--- config.mk ---
export PLATFORM = sky130hd
export DESIGN_NAME = pfj_ctrl
export DESIGN_NICKNAME = d
export VERILOG_FILES = /design/src/rtl/pfj_pkg.sv /design/src/rtl/pfj_ctrl.sv
export SDC_FILE = /design/constraint.sdc
export NUM_CORES = 1
export LEC_CHECK = 0
export BUFFER_PORTS_ARGS = -buffer_cell sky130_fd_sc_hd__buf_2
export CAP_MARGIN = 25
export CORE_ASPECT_RATIO = 0.8
export CORE_MARGIN = 10
export CORE_UTILIZATION = 37
export DETAILED_ROUTE_END_ITERATION = 6
export HOLD_SLACK_MARGIN = 0.1
export PLACE_DENSITY = 0.68
export REMOVE_ABC_BUFFERS = 1
export SYNTH_ARGS = -nofsm -noshare
export SYNTH_HDL_FRONTEND = slang
export SYNTH_SLANG_ARGS = --single-unit
--- constraint.sdc ---
create_clock -name clk -period 5.2 [get_ports clk]
set_input_delay 0.78 -clock clk [delete_from_list [all_inputs] [get_ports clk]]
set_output_delay 0.78 -clock clk [all_outputs]
set_load 0.05 [all_outputs]
--- src/rtl/pfj_pkg.sv ---
// Shared constants, types and the microcode program of the Jacobian fill block.
// Used by pfj_ctrl, pfj_datapath and power_flow_jacobian_fill.
package pfj_pkg;

    localparam int VALUE_WIDTH = 48;
    localparam int SLOT_BITS   = 24;
    localparam int SLOT_W      = SLOT_BITS + 1;
    localparam int FRAC        = 28;
    localparam int MAG_FLOOR   = 3;

    // multiplier: one DIG-bit digit of |a| times |b| per cycle
    localparam int DIG    = 16;
    localparam int NDIG   = (VALUE_WIDTH + DIG - 1) / DIG;
    localparam int MAW    = NDIG * DIG;
    localparam int PACC_W = MAW + VALUE_WIDTH;
    localparam int ACC_W  = PACC_W + 2;

    // divider: quotient of |c| * 2^FRAC / |V| stays below 2^(FRAC+1)
    localparam int QB    = FRAC + 1;
    localparam int DV_W  = VALUE_WIDTH + FRAC + 1;
    localparam int CNT_W = $clog2(VALUE_WIDTH + 1);

    localparam int PROG_LEN = 50;
    localparam int PC_W     = $clog2(PROG_LEN);
    localparam logic [PC_W-1:0] ELEM_PC = PC_W'(0);
    localparam logic [PC_W-1:0] ROW_PC  = PC_W'(31);

    typedef enum logic [4:0] {
        SRC_VIR, SRC_VII, SRC_VJR, SRC_VJI, SRC_YR, SRC_YI,
        SRC_NR, SRC_NI, SRC_WR, SRC_WI, SRC_UR, SRC_UI,
        SRC_IR, SRC_II, SRC_V0, SRC_V1, SRC_V2, SRC_V3
    } src_t;

    typedef enum logic [2:0] {
        K_MUL, K_STORE, K_SQRT, K_DIV, K_CUR, K_CLR, K_OUT
    } uop_kind_t;

    typedef enum logic [1:0] {
        ACC_LOAD, ACC_ADD, ACC_SUB
    } acc_mode_t;

    typedef struct packed {
        uop_kind_t kind;
        src_t      a;
        src_t      b;
        acc_mode_t mode;
        logic      raw;   // exact product, no rounding (squares for |V|)
        logic      neg;   // negate before saturation on store
        src_t      dst;
    } uop_t;

    typedef struct packed {
        logic go;
        logic load;
        uop_t op;
    } cmd_t;

    typedef struct packed {
        logic busy;
        logic out_full;
    } stat_t;

    function automatic uop_t mk(input uop_kind_t k, input src_t a, input src_t b,
                                input acc_mode_t m, input logic raw, input logic neg,
                                input src_t d);
        uop_t u;
        u.kind = k;
        u.a    = a;
        u.b    = b;
        u.mode = m;
        u.raw  = raw;
        u.neg  = neg;
        u.dst  = d;
        return u;
    endfunction

    function automatic uop_t mul(input src_t a, input src_t b, input acc_mode_t m);
        return mk(K_MUL, a, b, m, 1'b0, 1'b0, SRC_V0);
    endfunction

    function automatic uop_t sq(input src_t a, input acc_mode_t m);
        return mk(K_MUL, a, a, m, 1'b1, 1'b0, SRC_V0);
    endfunction

    function automatic uop_t st(input src_t d, input logic neg);
        return mk(K_STORE, SRC_VIR, SRC_VIR, ACC_LOAD, 1'b0, neg, d);
    endfunction

    function automatic uop_t ctl(input uop_kind_t k, input src_t a, input src_t d);
        return mk(k, a, a, ACC_LOAD, 1'b0, 1'b0, d);
    endfunction

    // element program at ELEM_PC, row-end program at ROW_PC
    function automatic uop_t uop_at(input logic [PC_W-1:0] pc);
        uop_t u;
        unique case (pc)
            6'd0:  u = sq(SRC_VJR, ACC_LOAD);
            6'd1:  u = sq(SRC_VJI, ACC_ADD);
            6'd2:  u = ctl(K_SQRT, SRC_VJR, SRC_NR);
            6'd3:  u = ctl(K_DIV, SRC_VJR, SRC_NR);
            6'd4:  u = ctl(K_DIV, SRC_VJI, SRC_NI);
            6'd5:  u = mul(SRC_YR, SRC_VJR, ACC_LOAD);
            6'd6:  u = mul(SRC_YI, SRC_VJI, ACC_SUB);
            6'd7:  u = st(SRC_WR, 1'b0);
            6'd8:  u = mul(SRC_YR, SRC_VJI, ACC_LOAD);
            6'd9:  u = mul(SRC_YI, SRC_VJR, ACC_ADD);
            6'd10: u = st(SRC_WI, 1'b0);
            6'd11: u = mul(SRC_YR, SRC_NR, ACC_LOAD);
            6'd12: u = mul(SRC_YI, SRC_NI, ACC_SUB);
            6'd13: u = st(SRC_UR, 1'b0);
            6'd14: u = mul(SRC_YR, SRC_NI, ACC_LOAD);
            6'd15: u = mul(SRC_YI, SRC_NR, ACC_ADD);
            6'd16: u = st(SRC_UI, 1'b0);
            6'd17: u = mul(SRC_VII, SRC_WR, ACC_LOAD);
            6'd18: u = mul(SRC_VIR, SRC_WI, ACC_SUB);
            6'd19: u = st(SRC_V0, 1'b0);
            6'd20: u = mul(SRC_VIR, SRC_WR, ACC_LOAD);
            6'd21: u = mul(SRC_VII, SRC_WI, ACC_ADD);
            6'd22: u = st(SRC_V1, 1'b1);
            6'd23: u = mul(SRC_VIR, SRC_UR, ACC_LOAD);
            6'd24: u = mul(SRC_VII, SRC_UI, ACC_ADD);
            6'd25: u = st(SRC_V2, 1'b0);
            6'd26: u = mul(SRC_VII, SRC_UR, ACC_LOAD);
            6'd27: u = mul(SRC_VIR, SRC_UI, ACC_SUB);
            6'd28: u = st(SRC_V3, 1'b0);
            6'd29: u = ctl(K_CUR, SRC_WR, SRC_IR);
            6'd30: u = ctl(K_OUT, SRC_VIR, SRC_V0);
            6'd31: u = sq(SRC_VIR, ACC_LOAD);
            6'd32: u = sq(SRC_VII, ACC_ADD);
            6'd33: u = ctl(K_SQRT, SRC_VIR, SRC_NR);
            6'd34: u = ctl(K_DIV, SRC_VIR, SRC_NR);
            6'd35: u = ctl(K_DIV, SRC_VII, SRC_NI);
            6'd36: u = mul(SRC_VIR, SRC_II, ACC_LOAD);
            6'd37: u = mul(SRC_VII, SRC_IR, ACC_SUB);
            6'd38: u = st(SRC_V0, 1'b0);
            6'd39: u = mul(SRC_VIR, SRC_IR, ACC_LOAD);
            6'd40: u = mul(SRC_VII, SRC_II, ACC_ADD);
            6'd41: u = st(SRC_V1, 1'b0);
            6'd42: u = mul(SRC_IR, SRC_NR, ACC_LOAD);
            6'd43: u = mul(SRC_II, SRC_NI, ACC_ADD);
            6'd44: u = st(SRC_V2, 1'b0);
            6'd45: u = mul(SRC_IR, SRC_NI, ACC_LOAD);
            6'd46: u = mul(SRC_II, SRC_NR, ACC_SUB);
            6'd47: u = st(SRC_V3, 1'b0);
            6'd48: u = ctl(K_CLR, SRC_IR, SRC_IR);
            default: u = ctl(K_OUT, SRC_VIR, SRC_V0);
        endcase
        return u;
    endfunction

endpackage

--- src/rtl/pfj_ctrl.sv ---
// Microcode sequencer: takes an item, steps through the program, waits on the datapath.
// Depends on pfj_pkg.
module pfj_ctrl
    import pfj_pkg::*;
(
    input  logic  clk,
    input  logic  rst_n,
    input  logic  in_valid,
    output logic  in_stall,
    input  logic  req_type,
    input  stat_t stat,
    output cmd_t  cmd
);

    typedef enum logic [1:0] {S_IDLE, S_ISSUE, S_WAIT} state_t;

    state_t          state_reg;
    logic [PC_W-1:0] pc_reg;
    logic            accept;
    uop_t            op;

    assign in_stall = (state_reg != S_IDLE);
    assign accept   = in_valid && (state_reg == S_IDLE);
    assign op       = uop_at(pc_reg);

    always_comb
    begin
        cmd.load = accept;
        cmd.op   = op;
        cmd.go   = (state_reg == S_ISSUE) && ((op.kind != K_OUT) || !stat.out_full);
    end

    always_ff @(posedge clk or negedge rst_n)
    begin
        if (!rst_n)
        begin
            state_reg <= S_IDLE;
            pc_reg    <= ELEM_PC;
        end
        else
        begin
            unique case (state_reg)
                S_IDLE:
                begin
                    if (accept)
                    begin
                        pc_reg    <= req_type ? ROW_PC : ELEM_PC;
                        state_reg <= S_ISSUE;
                    end
                end
                S_ISSUE:
                begin
                    if (cmd.go)
                        state_reg <= (op.kind == K_OUT) ? S_IDLE : S_WAIT;
                end
                S_WAIT:
                begin
                    if (!stat.busy)
                    begin
                        pc_reg    <= pc_reg + PC_W'(1);
                        state_reg <= S_ISSUE;
                    end
                end
                default: state_reg <= S_IDLE;
            endcase
        end
    end

endmodule

### Yosys cells after proc, flatten, opt, wreduce, memory -nomap -nowiden

Memories as Yosys holds them, arrays and structs flattened.
Cells that the tools add are included.

| storage, ports and cells | value |
|---|---|
| flip-flop bits (word level) | 8 |
| latch bits | 0 |
| memory bits (writable) | 0 |
| bits in read-only memories | 1280 |
| input bits | 6 |
| output and inout bits | 25 |
| word-level logic and storage cells | 29 |
| memories | 1 |

| operators by class | value |
|---|---|
| $add $sub $neg | 1 |
| $mul | 0 |
| div/mod/pow operators | 0 |
| order comparisons | 0 |
| eq/ne operators | 7 |
| shifts and indexed selects | 0 |
| muxes and demuxes | 9 |
| bitwise gates (word level) | 0 |
| reduce and logical (&&, ||, !) cells | 9 |

Memories:

| memory | depth | bits a word | read ports | clocked after Yosys merged registers in | wr ports | RTL line | RTL |
|---|---|---|---|---|---|---|---|
| (no name shown) | 64 | 20 | 1 | 0 | 0 | pfj_pkg.sv:96 | `unique case (pc)` |

Operator list:

| kind | count |
|---|---|
| 2-to-1 mux 6 bit | 2 |
| case mux 6 bit (2 select lines) | 1 |
| 2-to-1 mux 2 bit | 4 |
| adder 6 x 1 -> 6 bit (second input constant) | 1 |
| inequality test 2 bit (second input constant) | 3 |
| case mux 2 bit (3 select lines) | 1 |
| AND reduction 3 bit | 2 |
| 2-to-1 mux 5 bit | 1 |
| nonzero test 2 bit | 2 |
| equality test 3 bit (second input constant) | 1 |
| inequality test 3 bit (second input constant) | 1 |
| equality test 2 x 1 -> 1 bit (second input constant) | 1 |
| equality test 2 bit (second input constant) | 1 |
| logical AND 1 bit | 2 |
| logical NOT 2 bit | 1 |
| logical NOT 1 bit | 1 |
| logical OR 1 bit | 1 |

### Longest topological paths before layout

An unclocked memory read counts as a cell.

| logic depth | value |
|---|---|
| depth after elaboration | 6 |
| depth in mapped cells | 8 |
| mapped depth without buffers | 7 |

### Least setup slack after synthesis

Ideal clock, no wire load.

| timing | value |
|---|---|
| path type | flip-flop to output port |
| start point | reg pc_reg[1] |
| end point | out cmd[16] (netlist name) |
| arrival | 2.702 ns |
| required time | 4.420 ns |
| setup slack | 1.718 ns |
| stages on the path, launching flop included | 8 |
| path buffers | 1 |
| cell sequence | dfrtp_1 -> inv_1 -> ha_1 -> clkbuf_1 -> mux2i_1 -> nor3b_1 -> nor2_1 -> o21ai_0 |

RTL lines:

| what | RTL line | RTL |
|---|---|---|
| start, declared | pfj_ctrl.sv:18 | `logic [PC_W-1:0] pc_reg;` |
| start signal, assigned | pfj_ctrl.sv:47 | `pc_reg <= req_type ? ROW_PC : ELEM_PC;` |
| start signal, assigned | pfj_ctrl.sv:60 | `pc_reg <= pc_reg + PC_W'(1);` |
| end, declared | pfj_ctrl.sv:12 | `output cmd_t cmd` |

==> results.ini <==
[worst_setup_path]
crit_path_max_fanout=37
r2r_cells=4
arrival_ns=2.85
path_cells=inv_1, o2111a_1, or4_4, o21a_1, buf_2
r2r-start=pc_reg[3]$_DFFE_PN0P_
cp.required_ns=4.42
worst_setup_path_start_kind=flip-flop
slowest_delay_ns=1.04
cp-startpoint=pc_reg[3]$_DFFE_PN0P_
endpoint_kind=primary output
reg2reg_slack_ns=2.60
worst_path_max_delay_cell=dfrtp_1
r2r_end=state_reg[1]$_DFFE_PN0P_
path_class=flip-flop to primary output
crit_end=cmd[23]

[timing]
setup_viol=0
grt_setup_unrepaired=no
fin_crit_ns=3.63
fmax_ghz=0.275
whs_ns=0.386
tightest_slew_ns=1.07
hold_viol_final=0
clock_skew_ns=0.00203
final_max_slew_viol_count=0
period_share_pct=69.9
fin_setup_tns_ns=0
maxSlewHeadroom_pct=28.9

[die]
die_area_um2=7570
pin_count=31
num_rows=21
die_y_um=79.9
floorplan.initialDensity_pct=38.9
dieWidth_um=94.8
coreArea_um2=4260

[synthesis]
synth_top_cell_by_area=dfrtp_1
synth_common_cells=22 x o21ai_0, 19 x a21oi_1, 16 x nand2_1, 16 x nor2_1, 12 x ha_1
syn-cell-area_um2=1660
yosysUniqueCellTypes=58
yosysWarnings=0
synth-seq-cells=8
synth-main-ff-cell=dfrtp_1
synth_area_leaders=dfrtp_1 12%, ha_1 9.1%, o21ai_0 6.6%
synth_edf_count=0
synth.avg_cell_area_um2=6.96
netlist_instances=238
synth_top_area_share_pct=12.1
synthArstFlopShare_pct=100
synth_most_common_cell=o21ai_0
ys_seq_area_share_pct=12.1

[placed_design]
port_buffers=28
dpl.hpwl_um=3520
place_congestion=0.869

[route]
drc=0
vias=1778
vias_per_cell=5.81
ant_nets=0
wirelength_um=4870
detail_route.wl_per_cell_um=15.9
first_pass_iters=4
drtIter0Drc=198

[clocking]
clk_pin_slew_worst_paths_ns=0.04
cts_max_path_buffers=2
clock_latency_ns=0.23
cts_buffers=3
cts-root-buf=clkbuf_8
postCtsSetupBuffers=0
postCtsHoldBufs=0
cts_tree=built
htree_levels=1
ctsResizeCount=0
clock_sinks=8

[cells_and_area]
diodes=0
nNetsFinal=269
n_fill_cell=444
largest_reg_flops=6
finish.utilization_pct=42.7
layout-drive-gt1-share_pct=16.1
syn_to_final_growth_pct=9.82

[grt]
grt_usage_pct=12.7
grt_max_degree=38
grt_pass1_vias=1654
antenna_found_initial=0
grt-ovfl-total=0
grt_pass1_wl_um=8090

[flow_run]
cap_viol_max_count=0

[worst_hold_path]
hold_path_class=input port to asynchronous set/reset pin

[outcome]
status=completed

-- area by class of cell --
class	count	area [µm²]	area share, %
Multi-Input combinational cell	194	1290	71.0
Clock buffer	3	41.3	2.27
Sequential cell	8	200	11.0
Inverter	12	45.0	2.48
Timing Repair Buffer	32	170	9.35
Tap cell	57	71.3	3.92
-- layout by cell type, fill, tap and decap left out, drive strengths merged, types with 4 or more instances in the layout --
cell,count
buf,32
o21ai,24
a21oi,19
nand2,16
nor2,16
ha,12
inv,11
nand2b,11
mux2i,9
a211oi,8
dfrtp,8
o22ai,6
nor2b,6
and3,4
a31oi,4
nor3,4
-- per-layer routing --
metal | vias up | GRT usage [%] | wire length [µm]
met5 | - | 0 | 0
met4 | 0 | 3.28 | 35
met3 | 4 | 2.16 | 342
met2 | 66 | 19.5 | 2230
met1 | 815 | 17.8 | 2270
li1 | 893 | - | -
-- cell families after synthesis --
kind of cell | count (synthesis) | share of synthesized area [%]
xor gates and xnor gates | 2 | 1.06
muxes | 9 | 5.44
buffers and inverters | 37 | 10.2
other | 1 | 0.226
adders and majority gates | 12 | 9.06
and+or+nand+nor | 78 | 26.1
DFF | 8 | 12.1
AOI/OAI and AO/OA | 91 | 35.8
-- worst max-delay path: cells and delay by family (launching register included) --
kind	cells	cell delay, ns
AO/OA/AOI/OAI	2	0.43
AND/OR/NAND/NOR	1	0.55
flip-flops	1	1.04
buffers and inverters	2	0.60
-- through the flow --
step	cell area, µm²	worst slack (ns)	cells
floorplan	1540	1.60	214
CTS	1820	1.56	306
global route	1820	1.37	306
global placement	1780	1.86	303
finish	1820	1.57	306
detailed placement	1780	1.81	303
-- worst min-delay path by stage --
stage / startpoint / endpoint / slack, ns / cells after the start
after floorplan: rst_n / pc_reg[0]$_DFFE_PN0P_ / 0.48 / 0
after global placement: rst_n / state_reg[0]$_DFFE_PN0P_ / 0.63 / 1
after detailed placement: rst_n / state_reg[0]$_DFFE_PN0P_ / 0.63 / 1
after CTS: rst_n / state_reg[0]$_DFFE_PN0P_ / 0.39 / 1
after global routing: rst_n / state_reg[0]$_DFFE_PN0P_ / 0.40 / 1
final: rst_n / state_reg[0]$_DFFE_PN0P_ / 0.39 / 1
Power is left out: the tool's default activity adds up to more than one toggle a clock period on the data nets, which glitch-free logic cannot reach.
